**config.mk**
```make
export PLATFORM = sky130hd
export DESIGN_NAME = sparse_polynomial_add_sub_merge
export DESIGN_NICKNAME = d
export VERILOG_FILES = /design/src/spas_pkg.sv /design/src/spas_ram.sv /design/src/spas_ctrl.sv /design/src/spas_dp.sv /design/src/sparse_polynomial_add_sub_merge.sv
export VERILOG_INCLUDE_DIRS = /design/src /design/src/src
export SDC_FILE = /design/constraint.sdc
export NUM_CORES = 2
export LEC_CHECK = 0
export BUFFER_PORTS_ARGS = -buffer_cell sky130_fd_sc_hd__buf_2
export CAP_MARGIN = 25
export CELL_PAD_IN_SITES_DETAIL_PLACEMENT = 0
export CELL_PAD_IN_SITES_GLOBAL_PLACEMENT = 1
export CORE_MARGIN = 2
export CORE_UTILIZATION = 59
export DETAILED_ROUTE_END_ITERATION = 8
export PLACE_DENSITY = 0.86
export SLEW_MARGIN = 20
export SYNTH_ARGS = -nofsm -noshare
export SYNTH_HDL_FRONTEND = slang
export SYNTH_HIERARCHICAL = 1
export SYNTH_SLANG_ARGS = --single-unit
```
**constraint.sdc**
```tcl
create_clock -name clk -period 7.5 [get_ports clk]
set_clock_uncertainty 0.05 [all_clocks]
set_input_delay 1.5 -clock clk [delete_from_list [all_inputs] [get_ports clk]]
set_output_delay 1.5 -clock clk [all_outputs]
set_load 0.02 [all_outputs]
```
**src/sparse_polynomial_add_sub_merge_macros.svh**
```systemverilog
// Assertion macros for the sparse polynomial add/subtract merge unit
`ifndef SPARSE_POLYNOMIAL_ADD_SUB_MERGE_MACROS_SVH
`define SPARSE_POLYNOMIAL_ADD_SUB_MERGE_MACROS_SVH

`ifndef SYNTH
// same-cycle implication
`define SPAS_ASSERT_NOW(label, ante, cons) \
  label: assert property (@(posedge clk) disable iff (!rst_n) (ante) |-> (cons)) \
    else $error("spas assertion failed");
// next-cycle implication
`define SPAS_ASSERT_NEXT(label, ante, cons) \
  label: assert property (@(posedge clk) disable iff (!rst_n) (ante) |=> (cons)) \
    else $error("spas assertion failed");
`else
`define SPAS_ASSERT_NOW(label, ante, cons)
`define SPAS_ASSERT_NEXT(label, ante, cons)
`endif

`endif

```
**src/spas_pkg.sv**
```systemverilog
// Shared types and constants of the sparse polynomial merge unit
package spas_pkg;

  localparam int MAX_TERMS = 32;
  localparam int IDX_W     = (MAX_TERMS > 1) ? $clog2(MAX_TERMS) : 1;
  localparam int CNT_W     = $clog2(MAX_TERMS + 1);
  localparam int COEF_W    = 16;
  localparam int EXP_W     = 16;
  localparam int RES_W     = COEF_W + 1;
  localparam int TERM_W    = COEF_W + EXP_W;

  typedef enum logic [1:0] {
    CMD_LOAD_A    = 2'd0,
    CMD_LOAD_B    = 2'd1,
    CMD_MERGE_ADD = 2'd2,
    CMD_MERGE_SUB = 2'd3
  } cmd_t;

  typedef enum logic {
    ST_IDLE,
    ST_MERGE
  } state_t;

  typedef struct packed {
    logic load_a;
    logic load_b;
    logic merge_start;
    logic merge_step;
    logic empty_emit;
    logic sub;
  } ctl_t;

  typedef struct packed {
    logic tables_empty;
    logic last_step;
  } sts_t;

endpackage

```
**src/spas_ram.sv**
```systemverilog
// Generic single-write, single-read RAM with registered read data
module spas_ram #(
  parameter int WIDTH = 32,
  parameter int DEPTH = 32
) (
  input  logic                                      clk,
  input  logic                                      we,
  input  logic [((DEPTH > 1) ? $clog2(DEPTH) : 1)-1:0] waddr,
  input  logic [WIDTH-1:0]                          wdata,
  input  logic [((DEPTH > 1) ? $clog2(DEPTH) : 1)-1:0] raddr,
  output logic [WIDTH-1:0]                          rdata
);

  logic [WIDTH-1:0] mem [DEPTH];
  logic [WIDTH-1:0] rdata_r;

  always_ff @(posedge clk) begin
    if (we) begin
      mem[waddr] <= wdata;
    end
    rdata_r <= mem[raddr];
  end

  assign rdata = rdata_r;

endmodule

```
**src/spas_ctrl.sv**
```systemverilog
// Controller state machine of the sparse polynomial merge unit
module spas_ctrl (
  input  logic              clk,
  input  logic              rst_n,
  input  logic              start,
  input  logic [1:0]        in_command,
  input  spas_pkg::sts_t    sts,
  output spas_pkg::ctl_t    ctl,
  output logic              busy
);

  spas_pkg::state_t state_r, state_nxt;
  spas_pkg::cmd_t   cmd;
  logic             take;
  logic             is_merge;

  assign cmd      = spas_pkg::cmd_t'(in_command);
  assign take     = start && (state_r == spas_pkg::ST_IDLE);
  assign is_merge = (cmd == spas_pkg::CMD_MERGE_ADD) || (cmd == spas_pkg::CMD_MERGE_SUB);

  always_comb begin
    state_nxt = state_r;
    unique case (state_r)
      spas_pkg::ST_IDLE: begin
        if (take && is_merge && !sts.tables_empty) begin
          state_nxt = spas_pkg::ST_MERGE;
        end
      end
      spas_pkg::ST_MERGE: begin
        if (sts.last_step) begin
          state_nxt = spas_pkg::ST_IDLE;
        end
      end
      default: state_nxt = spas_pkg::ST_IDLE;
    endcase
  end

  always_comb begin
    ctl  = '0;
    busy = 1'b0;
    ctl.sub = (cmd == spas_pkg::CMD_MERGE_SUB);
    unique case (state_r)
      spas_pkg::ST_IDLE: begin
        ctl.load_a      = take && (cmd == spas_pkg::CMD_LOAD_A);
        ctl.load_b      = take && (cmd == spas_pkg::CMD_LOAD_B);
        ctl.merge_start = take && is_merge && !sts.tables_empty;
        ctl.empty_emit  = take && is_merge && sts.tables_empty;
      end
      spas_pkg::ST_MERGE: begin
        ctl.merge_step = 1'b1;
        busy           = 1'b1;
      end
      default: busy = 1'b0;
    endcase
  end

  always_ff @(posedge clk) begin
    if (!rst_n) begin
      state_r <= spas_pkg::ST_IDLE;
    end else begin
      state_r <= state_nxt;
    end
  end

endmodule

```
**src/spas_dp.sv**
```systemverilog
// Datapath: term tables, counts, merge pointers and result register
module spas_dp (
  input  logic                               clk,
  input  logic                               rst_n,
  input  spas_pkg::ctl_t                     ctl,
  input  logic                               in_start_new,
  input  logic signed [spas_pkg::COEF_W-1:0] in_coefficient,
  input  logic [spas_pkg::EXP_W-1:0]         in_exponent,
  output spas_pkg::sts_t                     sts,
  output logic                               out_valid,
  output logic signed [spas_pkg::RES_W-1:0]  out_result_coefficient,
  output logic [spas_pkg::EXP_W-1:0]         out_result_exponent,
  output logic                               out_empty_marker,
  output logic                               out_last_term
);

  localparam int CW = spas_pkg::COEF_W;
  localparam int EW = spas_pkg::EXP_W;
  localparam int RW = spas_pkg::RES_W;

  logic [spas_pkg::CNT_W-1:0]  count_a_r, count_a_nxt, count_b_r, count_b_nxt;
  logic [spas_pkg::CNT_W-1:0]  ia_r, ia_nxt, ib_r, ib_nxt;
  logic                        sub_r, sub_nxt;
  logic                        we_a, we_b;
  logic [spas_pkg::IDX_W-1:0]  waddr_a, waddr_b;
  logic [spas_pkg::TERM_W-1:0] wdata, term_a, term_b;
  logic [EW-1:0]               ea, eb;
  logic signed [CW-1:0]        ca, cb;
  logic                        a_has, b_has, take_a, take_b;
  logic signed [RW-1:0]        a_part, b_val, b_part, sum;

  logic                        out_valid_r, out_valid_nxt;
  logic signed [RW-1:0]        out_coef_r, out_coef_nxt;
  logic [EW-1:0]               out_exp_r, out_exp_nxt;
  logic                        out_empty_r, out_empty_nxt;
  logic                        out_last_r, out_last_nxt;

  // Table writes: start_new rewinds to entry zero, a full table drops the term
  assign wdata   = {in_exponent, in_coefficient};
  assign waddr_a = in_start_new ? '0 : count_a_r[spas_pkg::IDX_W-1:0];
  assign waddr_b = in_start_new ? '0 : count_b_r[spas_pkg::IDX_W-1:0];
  assign we_a    = ctl.load_a &&
                   (in_start_new || count_a_r < spas_pkg::CNT_W'(spas_pkg::MAX_TERMS));
  assign we_b    = ctl.load_b &&
                   (in_start_new || count_b_r < spas_pkg::CNT_W'(spas_pkg::MAX_TERMS));

  always_comb begin
    count_a_nxt = count_a_r;
    count_b_nxt = count_b_r;
    if (we_a) begin
      count_a_nxt = in_start_new ? spas_pkg::CNT_W'(1) : count_a_r + spas_pkg::CNT_W'(1);
    end
    if (we_b) begin
      count_b_nxt = in_start_new ? spas_pkg::CNT_W'(1) : count_b_r + spas_pkg::CNT_W'(1);
    end
  end

  spas_ram #(.WIDTH(spas_pkg::TERM_W), .DEPTH(spas_pkg::MAX_TERMS)) u_ram_a (
    .clk   (clk),
    .we    (we_a),
    .waddr (waddr_a),
    .wdata (wdata),
    .raddr (ia_nxt[spas_pkg::IDX_W-1:0]),
    .rdata (term_a)
  );

  spas_ram #(.WIDTH(spas_pkg::TERM_W), .DEPTH(spas_pkg::MAX_TERMS)) u_ram_b (
    .clk   (clk),
    .we    (we_b),
    .waddr (waddr_b),
    .wdata (wdata),
    .raddr (ib_nxt[spas_pkg::IDX_W-1:0]),
    .rdata (term_b)
  );

  // Heads of both tables, read at the current pointers
  assign ea = term_a[spas_pkg::TERM_W-1:CW];
  assign ca = term_a[CW-1:0];
  assign eb = term_b[spas_pkg::TERM_W-1:CW];
  assign cb = term_b[CW-1:0];

  assign a_has  = ia_r < count_a_r;
  assign b_has  = ib_r < count_b_r;
  assign take_a = a_has && (!b_has || ea <= eb);
  assign take_b = b_has && (!a_has || eb <= ea);

  assign a_part = take_a ? {ca[CW-1], ca} : '0;
  assign b_val  = sub_r ? -{cb[CW-1], cb} : {cb[CW-1], cb};
  assign b_part = take_b ? b_val : '0;
  assign sum    = a_part + b_part;

  always_comb begin
    ia_nxt  = ia_r;
    ib_nxt  = ib_r;
    sub_nxt = sub_r;
    if (ctl.merge_start) begin
      ia_nxt  = '0;
      ib_nxt  = '0;
      sub_nxt = ctl.sub;
    end else if (ctl.merge_step) begin
      ia_nxt = ia_r + spas_pkg::CNT_W'(take_a);
      ib_nxt = ib_r + spas_pkg::CNT_W'(take_b);
    end
  end

  assign sts.tables_empty = (count_a_r == '0) && (count_b_r == '0);
  assign sts.last_step    = ctl.merge_step && (ia_nxt >= count_a_r) && (ib_nxt >= count_b_r);

  always_comb begin
    out_valid_nxt = ctl.merge_step || ctl.empty_emit;
    out_coef_nxt  = out_coef_r;
    out_exp_nxt   = out_exp_r;
    out_empty_nxt = out_empty_r;
    out_last_nxt  = out_last_r;
    if (ctl.empty_emit) begin
      out_coef_nxt  = '0;
      out_exp_nxt   = '0;
      out_empty_nxt = 1'b1;
      out_last_nxt  = 1'b1;
    end else if (ctl.merge_step) begin
      out_coef_nxt  = sum;
      out_exp_nxt   = take_a ? ea : eb;
      out_empty_nxt = 1'b0;
      out_last_nxt  = sts.last_step;
    end
  end

  always_ff @(posedge clk) begin
    if (!rst_n) begin
      count_a_r   <= '0;
      count_b_r   <= '0;
      ia_r        <= '0;
      ib_r        <= '0;
      out_valid_r <= 1'b0;
    end else begin
      count_a_r   <= count_a_nxt;
      count_b_r   <= count_b_nxt;
      ia_r        <= ia_nxt;
      ib_r        <= ib_nxt;
      out_valid_r <= out_valid_nxt;
    end
  end

  always_ff @(posedge clk) begin
    sub_r       <= sub_nxt;
    out_coef_r  <= out_coef_nxt;
    out_exp_r   <= out_exp_nxt;
    out_empty_r <= out_empty_nxt;
    out_last_r  <= out_last_nxt;
  end

  assign out_valid              = out_valid_r;
  assign out_result_coefficient = out_coef_r;
  assign out_result_exponent    = out_exp_r;
  assign out_empty_marker       = out_empty_r;
  assign out_last_term          = out_last_r;

endmodule

```
**src/sparse_polynomial_add_sub_merge.sv**
```systemverilog
// Top level of the sparse polynomial add/subtract merge unit
//
// Channel   Handshake          Payload
// -------   ----------------   ---------------------------------------------------
// input     start / busy       in_command, in_start_new, in_coefficient, in_exponent
// result    out_valid strobe   out_result_coefficient, out_result_exponent,
//                              out_empty_marker, out_last_term
//
// A transaction on the input is taken at a clock edge with start high and busy low.
// A load never raises busy, so loads may follow back to back. A merge holds busy
// while it steps through its result terms (na + nb at most); the terms come out
// one per cycle, each in the cycle after its step, the last carrying out_last_term.
// A merge over two empty tables gives its single empty marker without raising busy.
// Reset clears both term counts; no clearing pass. The receiver cannot stall results.
`include "sparse_polynomial_add_sub_merge_macros.svh"

module sparse_polynomial_add_sub_merge (
  input  logic                               clk,
  input  logic                               rst_n,
  input  logic                               start,
  output logic                               busy,
  input  logic [1:0]                         in_command,
  input  logic                               in_start_new,
  input  logic signed [spas_pkg::COEF_W-1:0] in_coefficient,
  input  logic [spas_pkg::EXP_W-1:0]         in_exponent,
  output logic                               out_valid,
  output logic signed [spas_pkg::RES_W-1:0]  out_result_coefficient,
  output logic [spas_pkg::EXP_W-1:0]         out_result_exponent,
  output logic                               out_empty_marker,
  output logic                               out_last_term
);

  spas_pkg::ctl_t ctl;
  spas_pkg::sts_t sts;

  // Controller: decode the transaction, sequence the merge walk
  spas_ctrl u_ctrl (
    .clk        (clk),
    .rst_n      (rst_n),
    .start      (start),
    .in_command (in_command),
    .sts        (sts),
    .ctl        (ctl),
    .busy       (busy)
  );

  // Datapath: hold the tables, advance both pointers, register each result
  spas_dp u_dp (
    .clk                    (clk),
    .rst_n                  (rst_n),
    .ctl                    (ctl),
    .in_start_new           (in_start_new),
    .in_coefficient         (in_coefficient),
    .in_exponent            (in_exponent),
    .sts                    (sts),
    .out_valid              (out_valid),
    .out_result_coefficient (out_result_coefficient),
    .out_result_exponent    (out_result_exponent),
    .out_empty_marker       (out_empty_marker),
    .out_last_term          (out_last_term)
  );

  // A merge walk only starts from a merge transaction
  `SPAS_ASSERT_NOW(a_busy_from_merge, $rose(busy), $past(start) && ($past(in_command) == spas_pkg::CMD_MERGE_ADD || $past(in_command) == spas_pkg::CMD_MERGE_SUB))
  // Results of one merge come out in consecutive cycles
  `SPAS_ASSERT_NEXT(a_no_gap, out_valid && !out_last_term, out_valid)
  // The end of a walk delivers the final term
  `SPAS_ASSERT_NOW(a_end_last, $fell(busy), out_valid && out_last_term)
  // An empty marker is always the only and last result
  `SPAS_ASSERT_NOW(a_empty_last, out_valid && out_empty_marker, out_last_term && !$past(busy))

endmodule

```
; Yosys cells after proc, flatten, opt, wreduce, memory -nomap -nowiden
; Memories as Yosys holds them, arrays and structs flattened. A register that Yosys moved wholly into a read port is not among the register bits.
; Cells that the tools add are included.
[op_classes]
mux = 22
bitwise_logic = 1
n_eq_ne = 3
addsub = 6
n_lt_le_gt_ge = 8
reduce_logical = 25
[ops]
columns = cell, count
row1 = $mux 17, 3
row2 = $mux 6, 6
row3 = $le 16x16->1, 2
row4 = $add 17x17->17, 1
row5 = $neg 17->17, 1
row6 = $mux 16, 1
row7 = $logic_and 1x1->1, 13
row8 = $add 6x1->6, 2
row9 = $add 6x1->6 const B, 2
row10 = $ge 6x6->1, 2
row11 = $logic_not 6->1, 2
row12 = $lt 6x6->1, 2
row13 = $lt 6x6->1 const B, 2
row14 = $mux 5, 2
row15 = $mux 1, 8
row16 = $logic_or 1x1->1, 6
row17 = $eq 2x2->1 const B, 2
row18 = $logic_not 1->1, 3
row19 = $mux 3, 1
row20 = $eq 2x1->1 const B, 1
row21 = $logic_not 2->1, 1
row22 = $pmux 1 s2, 1
row23 = $not 1->1, 1
[word_totals]
ff_bits = 62
mem_count = 2
wordCells = 78
input_bits = 38
ramBits = 2048
[memory_table]
columns = memory, depth, width, read_ports, rd_clocked_by_memory_dff, wr, line_no
row1 = u_dp.u_ram_a.mem, 32, 32, 1, 1, 1, spas_ram.sv:14  ; logic [WIDTH-1:0] mem [DEPTH];
row2 = u_dp.u_ram_b.mem, 32, 32, 1, 1, 1, spas_ram.sv:14

; Logic depth before layout (Yosys ltp)
[depth]
depth_word = 12
mapped_depth = 24
depth_no_buf = 22

; Cells and area by module
; The synthesis kept the hierarchy.
[by_module_without_submodules]
columns = module, cells_each, n_inst, seq_area_each_um2, area_per_inst_um2
row1 = spas_ram, 2260, 2, 31390.1, 40485.1
row2 = spas_dp, 578, 1, 1231.2, 4793.3
row3 = spas_ctrl, 9, 1, 20.0, 95.1

; Worst setup path before layout
; OpenSTA, ideal clock, no wires.
[synth_path]
path_type = input -> register
from = input in_command[0]
to = memory u_dp.u_ram_a.mem[28][0], enable pin
path_stages = 5
slack_ns = 2.472
arrival_ns = 4.557
required_time_ns = 7.029
path_cell_list = nor4b_1 > a21boi_1 > or3b_2 > clkbuf_1 > nor2_1
[synth_via]
elab_chain_cells = 6
[synth_lines]
columns = item, line_no
row1 = from (decl), sparse_polynomial_add_sub_merge.sv:22  ; input logic [1:0] in_command,
row2 = $logic_not 2->1, spas_ctrl.sv:44  ; ctl.load_a = take && (cmd == spas_pkg::CMD_LOAD_A);
row3 = $logic_and 1x1->1, spas_ctrl.sv:44
row4 = $mux 3, spas_ctrl.sv:42  ; unique case (state_r)
row5 = $logic_and 1x1->1, spas_dp.sv:42  ; assign we_a = ctl.load_a &&
row6 = via u_dp.we_a, spas_dp.sv:24  ; logic we_a, we_b;
row7 = $mux 1, spas_ram.sv:18  ; if (we) begin
row8 = $mux 1 (implied by the code), spas_ram.sv:19  ; mem[waddr] <= wdata;
row9 = to (decl), spas_ram.sv:14
; The timed path passes the listed nets, and every way through them passes these cells.

; Worst setup path in the final report
[layout_path]
from = register u_dp/count_b_r[2] (netlist name)
to = register u_dp.u_ram_a.rdata_r[0], in the netlist u_dp/u_ram_a/rdata[0] (read register of u_dp.u_ram_a.mem)
[layout_via]
elab_chain_cells = 7
word_cells_on_any_way = 12
cone_classes = add/sub: 1 / order compare: 1 / mux: 3 / reduce/logical: 7
[layout_lines]
columns = item, line_no
row1 = from (decl), spas_dp.sv:21  ; logic [spas_pkg::CNT_W-1:0] count_a_r, count_a_nxt, count_b_r, count_b_nxt;
row2 = from (signal assigned), spas_dp.sv:137  ; count_b_r <= count_b_nxt;
row3 = $lt 6x6->1, spas_dp.sv:83  ; assign b_has = ib_r < count_b_r;
row4 = $logic_not 1->1, spas_dp.sv:84  ; assign take_a = a_has && (!b_has || ea <= eb);
row5 = $logic_or 1x1->1, spas_dp.sv:84
row6 = $logic_and 1x1->1, spas_dp.sv:84
row7 = $add 6x1->6, spas_dp.sv:101  ; ia_nxt = ia_r + spas_pkg::CNT_W'(take_a);
row8 = $mux 6, spas_dp.sv:100  ; end else if (ctl.merge_step) begin
row9 = $mux 6 (*), spas_dp.sv:96  ; if (ctl.merge_start) begin
row10 = via u_dp.ia_nxt (one bit), spas_dp.sv:22  ; logic [spas_pkg::CNT_W-1:0] ia_r, ia_nxt, ib_r, ib_nxt;
row11 = to (decl), spas_ram.sv:15  ; logic [WIDTH-1:0] rdata_r;
; The timed path passes the listed nets; every way through them passes the cells marked *.
; A chain may end at the register's enable or synchronous reset.

==> qor.csv <==
stage;metric;value;unit
floorplanning;CORE AREA;144000;um2
route;DRT iter0 DRCs;5653;
final_layout;Area Growth Syn to Fin;11.3;%
final_layout;area of the multi-input gates;20600;um2
power_and_ir_drop;Final Power;24.1;mW
logic_synthesis;Post-synth EDFFs;2049;
logic_synthesis;Synth Net Count;5209;
route;WL per Instance;28.6;um
timing;Slew @ Worst Pin;1120;ps
worst_setup_path;Setup crit start kind;flip-flop;
placement;Area after DPL;89000;um2
floorplanning;Die Y;385;um
clock_tree;TritonCTS clock tree;yes;
worst_setup_path;crit end category;flip-flop;
placement;placed insts;6964;
timing;worst relative slew slack;25.0;%
clock_tree;CTS Buffer Depth;3;
final_layout;Layout Cells excl Fill;7355;
placement;Buffers on Ports;74;
logic_synthesis;Syn. warnings;6;
clock_tree;Hold-fix buffers, CTS;0;
placement;Final Wtd Congestion;0.826;
timing;Final min period;6270;ps
min_path;Hold Crit Class;reg2reg;
clock_tree;clock latency on the worst-skew pair;820;ps
final_layout;Fillers;9436;
timing;Pins Over Slew Limit;0;
logic_synthesis;mean post-synth cell area;16.8;um2
floorplanning;die area;149000;um2
final_layout;share of layout cells above drive strength 1;11.6;%
final_layout;area occupied by registers;64000;um2
clock_tree;CTS H-tree lvls;4;
floorplanning;row count;139;
logic_synthesis;Synth Flop Type;edfxtp_1;
final_layout;Nets;5369;
timing;Hold Fails Final Rpt;0;
logic_synthesis;FF+latch count, synth;2174;
logic_synthesis;Syn Inst Count;5107;
floorplanning;Horiz. Die Dim;385;um
final_layout;most common cell after layout, fill and taps aside;edfxtp_1;
power_and_ir_drop;Cell Pwr Density;252;nW/um2
timing;Final period util;83.6;%
global_routing;first-pass GRT wire length;302000;um
logic_synthesis;cell area after synthesis;85900;um2
global_routing;largest net degree at the start of global routing;129;
job;max cap viols;0;
global_routing;vias in the first global route;45700;
route;routed wire length;210000;um
route;routed via count;46800;
global_routing;initial antenna violation count;13;
final_layout;commonest cells after routing, fill and taps aside;edfxtp_1 (2049), mux2i_1 (1055), nand2_1 (219);
status;status;completed;
final_layout;Final Cell Area;95600;um2
clock_tree;Reg clk slew, reported paths;70;ps
timing;RSZ-0062 raised after global routing;no;
clock_tree;Resized Gates After CTS;0;
placement;DP HPWL;113000;um
timing;Max Clk Rate;0.160;GHz
power_and_ir_drop;leakage;29.4;nW
clock_tree;Num Clock Sinks;2174;
timing;Min Hold Slack;400;ps
power_and_ir_drop;VDD IR max;0.255;mV
route;1st-pass router iterations;8;
route;Vias per Instance;6.36;
logic_synthesis;sequential-to-total area share from yosys stat;74.6;%
global_routing;gr ovfl total;0;
worst_setup_path;Worst Path Arrival;6870;ps
timing;Final TNS setup;0;ps
floorplanning;Starting Density;59.6;%
floorplanning;I/O Pins;75;
worst_setup_path;worst-path fanout max;71;
route;antenna viol nets, final;0;
logic_synthesis;synth unique cells;75;
worst_setup_path;WP data required;8100;ps
clock_tree;TritonCTS buffer count;202;
worst_setup_path;Setup CP Type;reg2reg;
logic_synthesis;Post-synth ARST share;0;%
route;DRC viols;0;
global_routing;GRT Total Usage;28.2;%
clock_tree;post-CTS setup repair buffer count;0;
clock_tree;Root Buffer;clkbuf_16;
timing;final setup fails;0;
[final cells by class]
cell class | count | area share (%)
Multi-Input combinational cell | 2617 | 21.6
Antenna cell | 10 | 0.0262
Clock buffer | 263 | 5.73
Clock inverter | 116 | 1.14
Timing Repair Buffer | 233 | 1.89
Inverter | 39 | 0.153
Tap cell | 1903 | 2.49
Sequential cell | 2174 | 67.0
[power breakdown]
part | switching, mW | total (mW) | internal (mW) | leakage, nW
Sequential | 0.0534 | 13.4 | 13.3 | 19.5
Clock | 4.31 | 10.1 | 5.80 | 3.23
Combinational | 0.446 | 0.615 | 0.170 | 6.73
Total | 4.81 | 24.1 | 19.3 | 29.4
[through the flow]
| stage | util, % | setup slack, ps |
|---|---|---|
| 2_1_floorplan | - | 2470 |
| 3_5_place_dp | 61.8 | 1410 |
| 4_1_cts | 66.3 | 1350 |
| 3_3_place_gp | 61.7 | 1510 |
| 6_report | 66.4 | 1230 |
| 5_1_grt | 66.3 | 982 |
[Yosys cell counts, drive strengths merged (4+ instances only)]
| cell | n | area share [%] |
|---|---|---|
| a211oi | 21 | 0.18 |
| a21o | 17 | 0.15 |
| a21oi | 214 | 1.2 |
| a22o | 128 | 1.3 |
| a22oi | 192 | 1.7 |
| a31oi | 67 | 0.49 |
| and2 | 21 | 0.15 |
| buf | 165 | 1.4 |
| clkbuf | 112 | 0.51 |
| dfxtp | 125 | 2.9 |
| edfxtp | 2049 | 72 |
| ha | 63 | 0.92 |
| inv | 38 | 0.17 |
| mux2i | 1055 | 12 |
| nand2 | 219 | 0.96 |
| nand2b | 10 | 0.076 |
| nand3 | 202 | 1.2 |
| nand3b | 10 | 0.087 |
| nand4 | 14 | 0.10 |
| nor2 | 163 | 0.71 |
| nor2b | 7 | 0.054 |
| nor3 | 79 | 0.46 |
| nor4 | 6 | 0.051 |
| o21a | 4 | 0.035 |
| o21ai | 12 | 0.070 |
| o31ai | 9 | 0.085 |
| or2 | 6 | 0.044 |
| or3 | 5 | 0.042 |
| or3b | 6 | 0.061 |
| or4 | 5 | 0.048 |
| xnor2 | 18 | 0.18 |
| xor2 | 20 | 0.20 |
[flip-flops by register name (all words and copies together), names as in the netlist]
register	cells
u_dp/count_a_r	6
u_dp/u_ram_b/rdata	32
u_dp/count_b_r	6
u_dp/u_ram_a/rdata	32
u_dp/u_ram_a/mem	1024
u_dp/out_result_coefficient	17
u_dp/out_valid	1
u_dp/sub_r	1
u_dp/out_result_exponent	16
u_dp/u_ram_b/mem	1024
u_dp/out_last_term	1
u_dp/ia_r	6
u_ctrl/state_r	1
u_dp/out_empty_marker	1
u_dp/ib_r	6
[metal layers]
metal	GRT usage [%]	up-vias	wire (um)
li1	-	20400	-
met4	8.44	12	5630
met2	43.4	2325	96300
met3	8.03	343	23000
met5	0	-	77
met1	39.6	23700	85200
[worst max-delay path, stage by stage, from the launching register on]
cell and delay, ps:
dfxtp_1 380, inv_1 140, ha_1 320, o21a_1 120, nor2_1 40, o31ai_1 650
or2_1 230, o21bai_2 80, inv_2 250, ha_1 270, ha_1 210, nand2_1 80
xor2_1 190, nor2_1 320, nor2b_4 740, buf_12 410, buf_4 430, a22o_1 190
nor3_1 50, a31oi_1 720, nand3_1 160
[logic make-up (layout without fill, tap and decap cells)]
kind of cell | count (synthesis) | in the layout | synth area share [%]
other | 0 | 10 | 0
multiplexers | 1055 | 1055 | 12.3
adder cells (fa/ha/maj) | 64 | 64 | 0.941
AO/OA/AOI/OAI | 694 | 694 | 5.58
flip-flops | 2174 | 2174 | 74.6
buffers and inverters | 316 | 651 | 2.06
AND/OR/NAND/NOR | 766 | 766 | 4.16
XOR/XNOR | 38 | 38 | 0.388
[final timing paths]
kind / slack, ps / from / cells past startpoint / endpoint
worst min register to register: 400 / u_dp/out_empty_marker / 1 / u_dp/out_empty_marker
worst max-delay path: 1230 / u_dp/count_b_r[2] / 20 / u_dp/u_ram_a/rdata[0]
worst max register to register: 1230 / u_dp/count_b_r[2] / 20 / u_dp/u_ram_a/rdata[0]
worst min-delay path: 400 / u_dp/out_empty_marker / 1 / u_dp/out_empty_marker
Note: power is estimated with default switching activity, not from simulation.
